--- config.mk ---
export PLATFORM = sky130hd
export DESIGN_NAME = bounded_stack_sorted_insert_top
export DESIGN_NICKNAME = d
export VERILOG_FILES = /design/src/bssi_pkg.sv /design/src/bssi_mem.sv /design/src/bssi_ctrl.sv /design/src/bounded_stack_sorted_insert_top.sv
export SDC_FILE = /design/constraint.sdc
export NUM_CORES = 1
export LEC_CHECK = 0
export BUFFER_PORTS_ARGS = -buffer_cell sky130_fd_sc_hd__buf_2
export CORE_MARGIN = 4
export CORE_UTILIZATION = 30
export CTS_CLUSTER_SIZE = 40
export DETAILED_ROUTE_END_ITERATION = 10
export PLACE_DENSITY_LB_ADDON = 0.05
export SETUP_SLACK_MARGIN = 0.1
export SYNTH_ARGS = -nofsm -noshare
export SYNTH_HDL_FRONTEND = slang
export SYNTH_SLANG_ARGS = --single-unit
--- constraint.sdc ---
create_clock -name clock -period 9.76 [get_ports clock]
set_input_delay 0.488 -clock clock [delete_from_list [all_inputs] [get_ports clock]]
set_output_delay 0.488 -clock clock [all_outputs]
set_load 0.01 [all_outputs]
--- src/bssi_pkg.sv ---
package bssi_pkg;

   localparam int DEPTH_DEFAULT = 16;

   localparam int VALUE_W  = 32;
   localparam int FUNC_W   = 2;
   localparam int STATUS_W = 2;
   localparam int FILL_W   = 5;

   // operation codes
   localparam logic [FUNC_W-1:0] OP_PUSH   = 2'd0;
   localparam logic [FUNC_W-1:0] OP_SORTED = 2'd1;
   localparam logic [FUNC_W-1:0] OP_POP    = 2'd2;

   // status codes
   localparam logic [STATUS_W-1:0] ST_DONE  = 2'd0;
   localparam logic [STATUS_W-1:0] ST_FULL  = 2'd1;
   localparam logic [STATUS_W-1:0] ST_EMPTY = 2'd2;

   localparam logic [VALUE_W-1:0] EMPTY_POP_VALUE = '1;

   typedef struct packed {
      logic [VALUE_W-1:0]  pop_value;
      logic [STATUS_W-1:0] status;
      logic [FILL_W-1:0]   fill_count;
   } result_type;

endpackage

--- src/bssi_mem.sv ---
module bssi_mem
   import bssi_pkg::*;
#(
   parameter int DEPTH = DEPTH_DEFAULT,
   parameter int AW    = $clog2(DEPTH)
) (
   input  logic               clock,
   input  logic               wr_en,
   input  logic [AW-1:0]      wr_addr,
   input  logic [VALUE_W-1:0] wr_data,
   input  logic               rd_en,
   input  logic [AW-1:0]      rd_addr,
   output logic [VALUE_W-1:0] rd_data
);

   logic [VALUE_W-1:0] mem [DEPTH];
   logic [VALUE_W-1:0] rd_data_ff;

   always_ff @(posedge clock) begin
      if (wr_en) begin
         mem[wr_addr] <= wr_data;
      end
      if (rd_en) begin
         rd_data_ff <= mem[rd_addr];
      end
   end

   assign rd_data = rd_data_ff;

endmodule

--- src/bssi_ctrl.sv ---
module bssi_ctrl
   import bssi_pkg::*;
#(
   parameter int DEPTH = DEPTH_DEFAULT,
   parameter int AW    = $clog2(DEPTH),
   parameter int CW    = $clog2(DEPTH + 1)
) (
   input  logic                clock,
   input  logic                reset,
   // command
   input  logic                cmd_valid,
   output logic                cmd_ready,
   input  logic [FUNC_W-1:0]   cmd_func,
   input  logic [VALUE_W-1:0]  cmd_value,
   // result
   output logic                res_valid,
   input  logic                res_take,
   output result_type          res,
   // stack memory
   output logic                wr_en,
   output logic [AW-1:0]       wr_addr,
   output logic [VALUE_W-1:0]  wr_data,
   output logic                rd_en,
   output logic [AW-1:0]       rd_addr,
   input  logic [VALUE_W-1:0]  rd_data
);

   typedef enum logic [2:0] {
      S_IDLE,
      S_POP_RD,
      S_CMP,
      S_INS,
      S_OUT
   } state_type;

   state_type           state_ff, state_in;
   logic [CW-1:0]       count_ff, count_in;
   logic [AW-1:0]       pos_ff, pos_in;
   logic [VALUE_W-1:0]  value_ff, value_in;
   logic [VALUE_W-1:0]  pop_ff, pop_in;
   logic [STATUS_W-1:0] status_ff, status_in;

   logic                lifted;
   logic [CW-1:0]       count_dec;
   logic [31:0]         count_wide;

   // the shared compare unit: signed greater-than of stored entry against new value
   assign lifted = $signed(rd_data) > $signed(value_ff);

   assign count_dec  = count_ff - CW'(1);
   assign count_wide = 32'(count_ff);

   always_comb begin
      state_in  = state_ff;
      count_in  = count_ff;
      pos_in    = pos_ff;
      value_in  = value_ff;
      pop_in    = pop_ff;
      status_in = status_ff;
      wr_en     = 1'b0;
      wr_addr   = count_ff[AW-1:0];
      wr_data   = value_ff;
      rd_en     = 1'b0;
      rd_addr   = count_dec[AW-1:0];

      unique case (state_ff)
         S_IDLE: begin
            if (cmd_valid) begin
               value_in  = cmd_value;
               pop_in    = '0;
               status_in = ST_DONE;
               state_in  = S_OUT;
               if (cmd_func == OP_PUSH || cmd_func == OP_SORTED) begin
                  if (count_ff == CW'(DEPTH)) begin
                     status_in = ST_FULL;
                  end else if (cmd_func == OP_PUSH || count_ff == '0) begin
                     wr_en    = 1'b1;
                     wr_addr  = count_ff[AW-1:0];
                     wr_data  = cmd_value;
                     count_in = count_ff + CW'(1);
                  end else begin
                     // walk down from the top, one entry per compare
                     pos_in   = count_ff[AW-1:0];
                     rd_en    = 1'b1;
                     rd_addr  = count_dec[AW-1:0];
                     state_in = S_CMP;
                  end
               end else if (cmd_func == OP_POP) begin
                  if (count_ff == '0) begin
                     status_in = ST_EMPTY;
                     pop_in    = EMPTY_POP_VALUE;
                  end else begin
                     rd_en    = 1'b1;
                     rd_addr  = count_dec[AW-1:0];
                     count_in = count_dec;
                     state_in = S_POP_RD;
                  end
               end
            end
         end
         S_POP_RD: begin
            pop_in   = rd_data;
            state_in = S_OUT;
         end
         S_CMP: begin
            wr_en   = 1'b1;
            wr_addr = pos_ff;
            if (lifted) begin
               // move entry up one slot
               wr_data = rd_data;
               pos_in  = pos_ff - AW'(1);
               if (pos_ff == AW'(1)) begin
                  state_in = S_INS;
               end else begin
                  rd_en   = 1'b1;
                  rd_addr = pos_ff - AW'(1) - AW'(1);
               end
            end else begin
               wr_data  = value_ff;
               count_in = count_ff + CW'(1);
               state_in = S_OUT;
            end
         end
         S_INS: begin
            wr_en    = 1'b1;
            wr_addr  = pos_ff;
            wr_data  = value_ff;
            count_in = count_ff + CW'(1);
            state_in = S_OUT;
         end
         S_OUT: begin
            if (res_take) begin
               state_in = S_IDLE;
            end
         end
         default: begin
            state_in = S_IDLE;
         end
      endcase
   end

   always_ff @(posedge clock) begin
      if (reset) begin
         state_ff <= S_IDLE;
         count_ff <= '0;
      end else begin
         state_ff <= state_in;
         count_ff <= count_in;
      end
      pos_ff    <= pos_in;
      value_ff  <= value_in;
      pop_ff    <= pop_in;
      status_ff <= status_in;
   end

   assign cmd_ready      = (state_ff == S_IDLE);
   assign res_valid      = (state_ff == S_OUT);
   assign res.pop_value  = pop_ff;
   assign res.status     = status_ff;
   assign res.fill_count = count_wide[FILL_W-1:0];

endmodule

--- src/bounded_stack_sorted_insert_top.sv ---
// bounded stack with plain push, sorted push and pop, one word in, one word out
// push, refused push/pop, unused code and sorted push on an empty stack go straight
//   to the result state; pop first reads the top entry, and a sorted push on a
//   non-empty stack compares down one entry at a time until its slot is found
// one word at a time: the next word is taken only after the last result has moved
//   into the output register; the stack ram read port and the shared entry comparator
//   set the one-cycle-per-entry step of a sorted push
// reset: synchronous, active high; clears the entry count and handshake state,
//   stack ram contents are not cleared
module bounded_stack_sorted_insert_top
   import bssi_pkg::*;
#(
   parameter int DEPTH = DEPTH_DEFAULT
) (
   input  logic        clock,
   input  logic        reset,
   // request channel
   input  logic        req_tvalid,
   output logic        req_tready,
   input  logic [39:0] req_tdata,   // func [1:0], value [33:2], zero [39:34]
   // response channel
   output logic        rsp_tvalid,
   input  logic        rsp_tready,
   output logic [39:0] rsp_tdata    // pop_value [31:0], status [33:32],
                                    // fill_count [38:34], zero [39]
);

   localparam int AW = (DEPTH > 1) ? $clog2(DEPTH) : 1;
   localparam int CW = $clog2(DEPTH + 1);

   // memory port
   logic               wr_en;
   logic [AW-1:0]      wr_addr;
   logic [VALUE_W-1:0] wr_data;
   logic               rd_en;
   logic [AW-1:0]      rd_addr;
   logic [VALUE_W-1:0] rd_data;

   // sequencer result side
   logic               res_valid;
   logic               res_take;
   result_type         res;

   // output register
   logic               rsp_valid_ff, rsp_valid_in;
   result_type         rsp_ff, rsp_in;

   bssi_mem #(
      .DEPTH (DEPTH),
      .AW    (AW)
   ) u_mem (
      .clock   (clock),
      .wr_en   (wr_en),
      .wr_addr (wr_addr),
      .wr_data (wr_data),
      .rd_en   (rd_en),
      .rd_addr (rd_addr),
      .rd_data (rd_data)
   );

   bssi_ctrl #(
      .DEPTH (DEPTH),
      .AW    (AW),
      .CW    (CW)
   ) u_ctrl (
      .clock     (clock),
      .reset     (reset),
      .cmd_valid (req_tvalid),
      .cmd_ready (req_tready),
      .cmd_func  (req_tdata[1:0]),
      .cmd_value (req_tdata[33:2]),
      .res_valid (res_valid),
      .res_take  (res_take),
      .res       (res),
      .wr_en     (wr_en),
      .wr_addr   (wr_addr),
      .wr_data   (wr_data),
      .rd_en     (rd_en),
      .rd_addr   (rd_addr),
      .rd_data   (rd_data)
   );

   // result moves in when the register is empty or being drained this cycle
   assign res_take = res_valid && (!rsp_valid_ff || rsp_tready);

   always_comb begin
      rsp_valid_in = rsp_valid_ff;
      rsp_in       = rsp_ff;
      if (rsp_valid_ff && rsp_tready) begin
         rsp_valid_in = 1'b0;
      end
      if (res_take) begin
         rsp_valid_in = 1'b1;
         rsp_in       = res;
      end
   end

   always_ff @(posedge clock) begin
      if (reset) begin
         rsp_valid_ff <= 1'b0;
      end else begin
         rsp_valid_ff <= rsp_valid_in;
      end
      rsp_ff <= rsp_in;
   end

   assign rsp_tvalid = rsp_valid_ff;
   assign rsp_tdata  = {1'b0, rsp_ff.fill_count, rsp_ff.status, rsp_ff.pop_value};

endmodule

After elaboration in Yosys (flattened, before gate mapping)
Memory sizes are Yosys's and may differ from the RTL's. A register that Yosys moved wholly into a read port is not among the register bits.
Index checks and enable logic that the tools add are counted.
{ "totals": {"register_bits": 118, "ramBits": 512, "input_bits": 44, "out_inout_bits": 42, "wordCells": 117, "n_memories": 1} }
{ "classes": {"addsub": 4, "n_lt_le_gt_ge": 1, "n_eq_ne": 20, "muxes": 61, "n_reduce_logical": 20} }
{ "mem_list": {"columns": ["name", "depth", "word_bits", "read_ports", "rd_ports_with_merged_regs", "wr", "line_no", "text"], "rows": [
  ["u_mem.mem", 16, 32, 1, 1, 1, "bssi_mem.sv:16", "logic [VALUE_W-1:0] mem [DEPTH];"]
]} }
{ "op_table": {"columns": ["operator", "count"], "rows": [
  ["$mux W32", 9],
  ["$pmux W32 S2", 2],
  ["$mux W4", 9],
  ["$mux W5", 7],
  ["$gt A32 B32 Y1", 1],
  ["$mux W3", 9],
  ["$mux W1", 17],
  ["$pmux W5 S3", 1],
  ["$pmux W3 S4", 1],
  ["$ne A3 B3 Y1 const B", 3],
  ["$ne A2 B2 Y1 const B", 4],
  ["$pmux W4 S2", 1],
  ["$sub A4 B1 Y4 const B", 2],
  ["$reduce_and A7 Y1", 1],
  ["$eq A3 B2 Y1 const B", 2],
  ["$mux W2", 3],
  ["$ne A2 B1 Y1 const B", 3],
  ["$reduce_and A6 Y1", 1],
  ["$reduce_bool A2 Y1", 3],
  ["$add A5 B1 Y5 const B", 1],
  ["$eq A5 B5 Y1 const B", 1],
  ["$logic_not A5 Y1", 1],
  ["$sub A5 B1 Y5 const B", 1],
  ["$eq A4 B1 Y1 const B", 1],
  ["other kinds (16)", 22]
]} }

Depth between registers and ports, before layout
Gate-level depths: netlist of run 1.
{ "depth": {"depth_word": 9, "ltp_mapped": 14, "depth_no_buf": 12} }

Modules after synthesis
A second synthesis of run 1 with hierarchy kept.
{ "hier_totals": {"hier_cells": 1358, "hier_area_um2": 26435.4} }
{ "by_module_without_submodules": {"columns": ["mod", "instances", "cells_per_inst", "area_per_inst_um2", "seq_area_each_um2"], "rows": [
  ["bssi_mem", 1, 838, 20155.6, 16335.7],
  ["bssi_ctrl", 1, 474, 5042.3, 2262.2],
  ["bounded_stack_sorted_insert_top", 1, 46, 1237.4, 1191.1]
]} }

Least setup slack after synthesis of run 1
Ideal clock, no wire load.
{ "synth_path": {"kind": "reg2reg", "start": "register u_ctrl.count_ff[1]", "end": "register u_mem.rd_data_ff[0], in the netlist u_mem.rd_data[0], read port of u_mem.mem, enable pin", "setup_time_ns": 0.466, "t_arrival_ns": 3.742, "t_required_ns": 9.294, "slack_ns": 5.553, "path_stages_with_launch": 9, "n_path_buf": 1, "period_less_slack_ns": 4.207, "cell_sequence": "dfxtp_1 > inv_1 > ha_1 > clkbuf_1 > nor3b_1 > nand2b_1 > nor2b_1 > nor2_1 > o21ai_0"} }
{ "synth_between": {"elab_chain_cells": 7, "elab_cells_between_ends": 14, "classes_between": "add/sub: 1; eq/ne: 1; mux: 10; reduce/logical: 2"} }
{ "synth_lines": {"columns": ["element", "line_no", "text"], "rows": [
  ["start: declaration", "bssi_ctrl.sv:37", "logic [CW-1:0] count_ff, count_in;"],
  ["start signal: assignment", "bssi_ctrl.sv:148", "count_ff <= count_in;"],
  ["$logic_not A5 Y1", "bssi_ctrl.sv:76, bssi_ctrl.sv:89", null],
  ["$logic_or A1 B1 Y1", "bssi_ctrl.sv:76", "end else if (cmd_func == OP_PUSH || count_ff == '0) begin"],
  ["$mux W1", "bssi_ctrl.sv:76", null],
  ["$mux W1", "bssi_ctrl.sv:74", "if (count_ff == CW'(DEPTH)) begin"],
  ["$mux W1 (*)", "bssi_ctrl.sv:73", "if (cmd_func == OP_PUSH || cmd_func == OP_SORTED) begin"],
  ["$mux W1 (*)", "bssi_ctrl.sv:68", "if (cmd_valid) begin"],
  ["$pmux W1 S2 (*)", "bssi_ctrl.sv:66", "unique case (state_ff)"],
  ["named net rd_en", "bounded_stack_sorted_insert_top.sv:35", "logic rd_en;"],
  ["end: declaration", "bssi_mem.sv:17", "logic [VALUE_W-1:0] rd_data_ff;"]
]} }
Mark *: on every way through the listed nets, which the timed path passes. The rest lies on a longest branch.
A chain may end at the register's enable or synchronous reset.

Worst setup path after layout of run 1
{ "layout_path": {"start": "register u_mem.rd_data_ff[31], in the netlist u_mem.rd_data[31], read port of u_mem.mem", "end": "register u_mem.rd_data_ff[21], in the netlist u_mem.rd_data[21], read port of u_mem.mem, data pin"} }
{ "layout_between": {"elab_chain_cells": 3, "elab_cells_between_ends": 5, "classes_between": "order compare: 1; mux: 4"} }
{ "layout_lines": {"columns": ["element", "line_no", "text"], "rows": [
  ["$gt A32 B32 Y1 (*)", "bssi_ctrl.sv:48", "assign lifted = $signed(rd_data) > $signed(value_ff);"],
  ["$mux W1 or $mux W4 (tied branches)", "bssi_ctrl.sv:108", "if (lifted) begin"],
  ["$pmux W1 S2 or $mux W4 (tied branches)", null, null]
]} }
Mark *: on every way between the ends. The rest lies on a longest branch, timed or not.

==> flow_summary.ini, run 1 <==
[global_route]
grt_pass1_vias = 14600
antenna_found_initial = 1
grt_remaining_overflow = 0
track_usage_pct = 16.1
grt_pass1_wl_um = 108000
grt_max_degree = 130

[synthesis]
yosys_most_used_dff = edfxtp_1
syn_area_sq_um = 26600
synth_top_area_share_pct = 73.7
syn_avg_cell_area_sq_um = 16.7
syn-num-nets = 1679
seq_area_frac_synth_pct = 74.4
async_reset_ff_share_pct = 0
ys_warn_count = 0
synth-seq-cells = 662
synth_cell_types = 57
synth_area_leaders = edfxtp_1, mux2i_1, o22ai_1, ha_1, a21o_1
netlist.top_cell.by_area = edfxtp_1
synth_edf_count = 653
syn_inst = 1597

[setup_path]
worstPathArrival_ns = 5.94
r2r-start = u_mem.rd_data[31]$_DFFE_PP_
worstSetupPathType = flip-flop to flip-flop
path_cells = ha_1, nand4_1, nor4_2, o31a_1, nor3_2, o21a_2, a31oi_4, buf_12, buf_4, mux2i_1, o22ai_1, or4_1
cp_slowest_stage_delay_ns = 0.63
cp_data_required_time_ns = 10.09
worstSetupStartpointType = flip-flop
critPathSlowestCell = buf_4
endpoint_kind = flip-flop
cp_max_fo = 129
critPathLaunch = u_mem.rd_data[31]$_DFFE_PP_

[cts]
tritoncts = yes
insertion_delay_ns = 0.62
cts_sinks = 662
h-tree-depth = 3
clk_root_buffer_cell = clkbuf_16
post_cts_buffers = 0
cts_buffer_depth = 3
cts_resized = 0
ctsHoldBuffers = 0
cts_buffers = 76
clkSlewWorstSetupHoldPaths_ns = 0.06

[final_layout]
drive_above_1_share_pct = 14.3
final_area_sq_um = 30800
final_nets = 1792
num_antenna_cells = 0
synthToLayoutAreaGrowth_pct = 16.0
final_common_cell = edfxtp_1
mostFrequentLayoutCells = edfxtp_1, mux2i_1, o22ai_1
fin_cells = 2922

[outcome]
outcome = complete, no violations

[timing]
finalSetupViolations = 0
rsz0062_at_grt = false
fin_tns_setup_ns = 0
fmax_mhz = 178
hold_viol = 0
period_share_pct = 57.4
skew_ns = 0.0318
final_max_slew_viol_count = 0
period_minus_slack_ns = 5.61
maxSlewHeadroom_pct = 9.75
tightest_slew_ns = 1.35

[floorplanning]
start_util_pct = 30.5
io_pins = 86
coreArea_sq_um = 87300
die_x_um = 306
die_y_um = 306
die_area_sq_um = 93500
num_rows = 108

[power_and_ir_drop]
ir_drop_uv = 215
p_per_area_nw_per_um2 = 308
p_leak_uw = 0.0102

[placement]
dp.cells = 2787
gp_congestion = 0.725
portBuffers = 78
hpwlAfterDp_um = 40200
place_area_sq_um = 28500

[routing]
routed_wl_um = 76600
drc_errors = 0
vias_per_cell = 4.92
wl_per_cell_um = 26.2
vias = 14400
ant_nets = 0
drt_iter0_markers = 1031
drt_pass1_iterations = 5

[min_path]
hp-class = input port to flip-flop
hp-start = req_tdata[32]

[flow_run]
drv_cap = 0
-- registers in the layout, summed over array words and instances (netlist names) --
register / flops
u_mem.mem: 512
rsp_tdata: 39
u_ctrl.pop_ff: 32
u_ctrl.value_ff: 32
u_mem.rd_data: 32
u_ctrl.count_ff: 5
u_ctrl.pos_ff: 4
u_ctrl.state_ff: 3
u_ctrl.status_ff: 2
rsp_tvalid: 1
-- layer usage --
layer / vias up / part of all wire (%) / track usage [%] / routed length (um)
li1: 6618 / - / - / -
met1: 7330 / 47 / 22.4 / 35700
met2: 327 / 47 / 26.1 / 36000
met3: 97 / 4.3 / 2.62 / 3330
met4: 0 / 2.2 / 4.49 / 1670
met5: - / 0 / 0 / 0
-- worst max-delay path, delay by kind of cell (launching register included) --
family                     cells  cell delay [ns]
DFF                            1             0.43
AOI/OAI and AO/OA              4             0.93
buffers and inverters          2             1.22
adders and majority gates      1             0.55
muxes                          1             0.29
and+or+nand+nor                4             1.54
-- final cells by class --
| class | instances | area (sq um) |
|---|---|---|
| Sequential cell | 662 | 19800 |
| Fill cell | 8367 | 56500 |
| Timing Repair Buffer | 124 | 761 |
| Tap cell | 1155 | 1450 |
| Multi-Input combinational cell | 786 | 6320 |
| Clock buffer | 99 | 2010 |
| Clock inverter | 36 | 288 |
| Inverter | 60 | 225 |
-- report_power, final --
group / switching, uW / internal [uW] / total (uW)
registers: 166 / 3850 / 4010
clock network: 1150 / 1510 / 2660
logic: 1950 / 862 / 2810
-- cell usage after synthesis, drive strengths merged, types with 4 or more instances --
cell / instances
edfxtp: 653
mux2i: 258
o22ai: 152
inv: 60
buf: 50
nor2: 41
clkbuf: 39
a21oi: 38
ha: 38
o21ai: 36
a21o: 35
or4: 32
nand2: 28
a222oi: 20
nand3: 10
nand4: 10
dfxtp: 9
nor3: 9
xnor2: 8
nand2b: 6
a31oi: 5
and3: 5
nor2b: 5
o21a: 5
and2: 4
o31a: 4
-- kinds of logic after synthesis --
| family | share of synthesized area (%) |
|---|---|
| flip-flops | 74.4 |
| buffers and inverters | 2.53 |
| multiplexers | 9.75 |
| adder cells (fa/ha/maj) | 1.79 |
| other | 0.0141 |
| AND/OR/NAND/NOR | 3.26 |
| XOR/XNOR | 0.362 |
| AO/OA/AOI/OAI | 7.89 |
-- worst paths after layout --
path | cells past startpoint | slack (ns) | endpoint
max reg2reg | 12 | 4.15 | u_mem.rd_data[21]$_DFFE_PP_
min reg2reg | 0 | 0.41 | rsp_tdata[27]$_DFFE_PP_
min | 1 | 0.07 | u_ctrl.value_ff[30]$_DFFE_PP_
max | 12 | 4.15 | u_mem.rd_data[21]$_DFFE_PP_
-- through the flow --
stage          total power (uW)  worst slack, ns  hold WS (ns)  utilization (%)
2_1_floorplan              5670             5.55         0.400                -
3_3_place_gp               6910             4.09         0.403             32.7
3_5_place_dp               6930             4.06         0.405             32.7
4_1_cts                    9640             4.02        0.0145             35.3
5_1_grt                    9980             3.85        0.0320             35.3
6_report                   9490             4.15        0.0683             35.3
Power figures use the tool's default switching activity.
==> run 2: changes to the inputs <==
Clock period 9.76 ns to 4.52 ns, I/O delays scaled along.
==> flow_summary.ini, run 2 (synthesized netlist as in run 1, its figures left out) <==
[global_route]
grt_max_degree = 40
antenna_found_initial = 0
grt_remaining_overflow = 0
grt_pass1_vias = 15000
grt_pass1_wl_um = 109000
track_usage_pct = 16.0

[timing]
holdWs_ns = 0.102
skew_ns = 0.0162
fin_tns_setup_ns = 0
final_max_slew_viol_count = 0
fmax_mhz = 235
period_minus_slack_ns = 4.26
period_share_pct = 94.2
hold_viol = 0
maxSlewHeadroom_pct = 17.7
finalSetupViolations = 0
fin_ws_ns = 0.260
tightest_slew_ns = 1.24
rsz0062_at_grt = true

[setup_path]
endpoint_kind = flip-flop
critPathSlowestCell = or4_4
path_cells = ha_4, a41oi_1, o21ai_1, a221o_1, o31a_1, o21a_1, o21a_4, a31oi_4, buf_12, clkbuf_16, buf_16, buf_4, mux2i_1, o22ai_1, or4_4
worstPathArrival_ns = 4.60
crit_buf_inv = 4
cp_slowest_stage_delay_ns = 0.52
worstSetupPathType = flip-flop to flip-flop
cp_max_fo = 15
cp_data_required_time_ns = 4.86
worstSetupStartpointType = flip-flop
crit_family = compound AO/OA/AOI/OAI gates

[routing]
drc_errors = 0
ant_nets = 0
vias = 15200
drt_iter0_markers = 955
vias_per_cell = 4.92
drt_pass1_iterations = 5
wl_per_cell_um = 24.8
routed_wl_um = 76600

[placement]
portBuffers = 78
place_ws_ns = 0.174
place_area_sq_um = 30000
gp_congestion = 0.773
hpwlAfterDp_um = 46800

[final_layout]
largest_reg_flops = 512
final_area_sq_um = 32900
mostFrequentLayoutCells = edfxtp_1, mux2i_1, o22ai_1
final_common_cell = edfxtp_1
largest_register = u_mem.mem
synthToLayoutAreaGrowth_pct = 23.8
final_nets = 1950
drive_above_1_share_pct = 20.7

[cts]
clk_root_buffer_cell = clkbuf_16
clkSlewWorstSetupHoldPaths_ns = 0.06
insertion_delay_ns = 0.61
tritoncts = yes
cts_sinks = 662
cts_buffer_depth = 3
cts_buffers = 75
h-tree-depth = 3

[floorplanning]
die_y_um = 306
die_x_um = 306
start_util_pct = 30.5
io_pins = 86
die_area_sq_um = 93500
coreArea_sq_um = 87300
num_rows = 108

[power_and_ir_drop]
switching_share_pct = 33.5
combPwrFrac_pct = 34.9
p_leak_uw = 0.0113
p_sw_uw = 7350
p_clk_share_pct = 25.8
internal_power_uw = 14600
seq_power_share_pct = 39.4
p_per_area_nw_per_um2 = 665
ir_drop_uv = 404

[min_path]
hp-class = input port to flip-flop

[flow_run]
drv_cap = 0

[outcome]
outcome = complete, no violations
-- run 2: changes by cell type in the layout (fill, tap and decap cells not counted), sizes merged --
cell	delta
diode	+2
clkinv	+9
buf	+124
dlygate4sd3	+34
clkbuf	-5
inv	-2
clkinvlp	-2
-- run 2: final timing paths --
path	from	end	slack, ns	cells after the start
max	u_mem.rd_data[7]$_DFFE_PP_	u_mem.rd_data[18]$_DFFE_PP_	0.26	15
min	req_tdata[1]	u_ctrl.status_ff[0]$_SDFFCE_PP0P_	0.10	2
max reg2reg	u_mem.rd_data[7]$_DFFE_PP_	u_mem.rd_data[18]$_DFFE_PP_	0.26	15
min reg2reg	u_ctrl.pop_ff[26]$_DFFE_PP_	rsp_tdata[26]$_DFFE_PP_	0.41	0
-- run 2: layout make-up --
type                       count  area [sq um]
antenna                        2          5.00
clock buffer                  93          1990
sequential                   662         19800
timing repair buffer         283          2760
tap                         1155          1450
fill                        8180         54400
inverter                      60           225
clock inverter                41           273
multi-input combinational    786          6430
-- run 2: per-layer routing --
metal	global-route usage [%]	share of wire, %	up-vias
met3	2.43	4.4	84
li1	-	-	6949
met5	0	0	-
met2	25.9	47	362
met4	4.19	1.7	0
met1	22.6	47	7774
-- run 2: power groups by stage --
stage / Clock, uW / Combinational [uW] / Sequential (uW)
after global placement: 0 / 7360 / 8740
after floorplan: 0 / 3590 / 8660
after global routing: 6140 / 8220 / 8670
after detailed placement: 0 / 7400 / 8740
after CTS: 5890 / 7440 / 8620
final: 5650 / 7640 / 8620
-- run 2: what timing repair did --
| action | 4_1_cts | 5_1_grt |
|---|---|---|
| buffers inserted | 0 | 19 |
| setup endpoints to repair | 0 | 31 |
| hold buffers | 34 | 0 |
| gates resized for setup | 0 | 27 |
| endpoints found under the hold margin | 39 | 0 |
-- run 2: metrics by stage --
step,total power [uW],cells,utilization [%]
floorplan,12200,1597,-
global placement,16100,2892,34.3
detailed placement,16100,2892,34.3
CTS,21900,3060,37.3
global route,23000,3080,37.7
finish,21900,3082,37.7
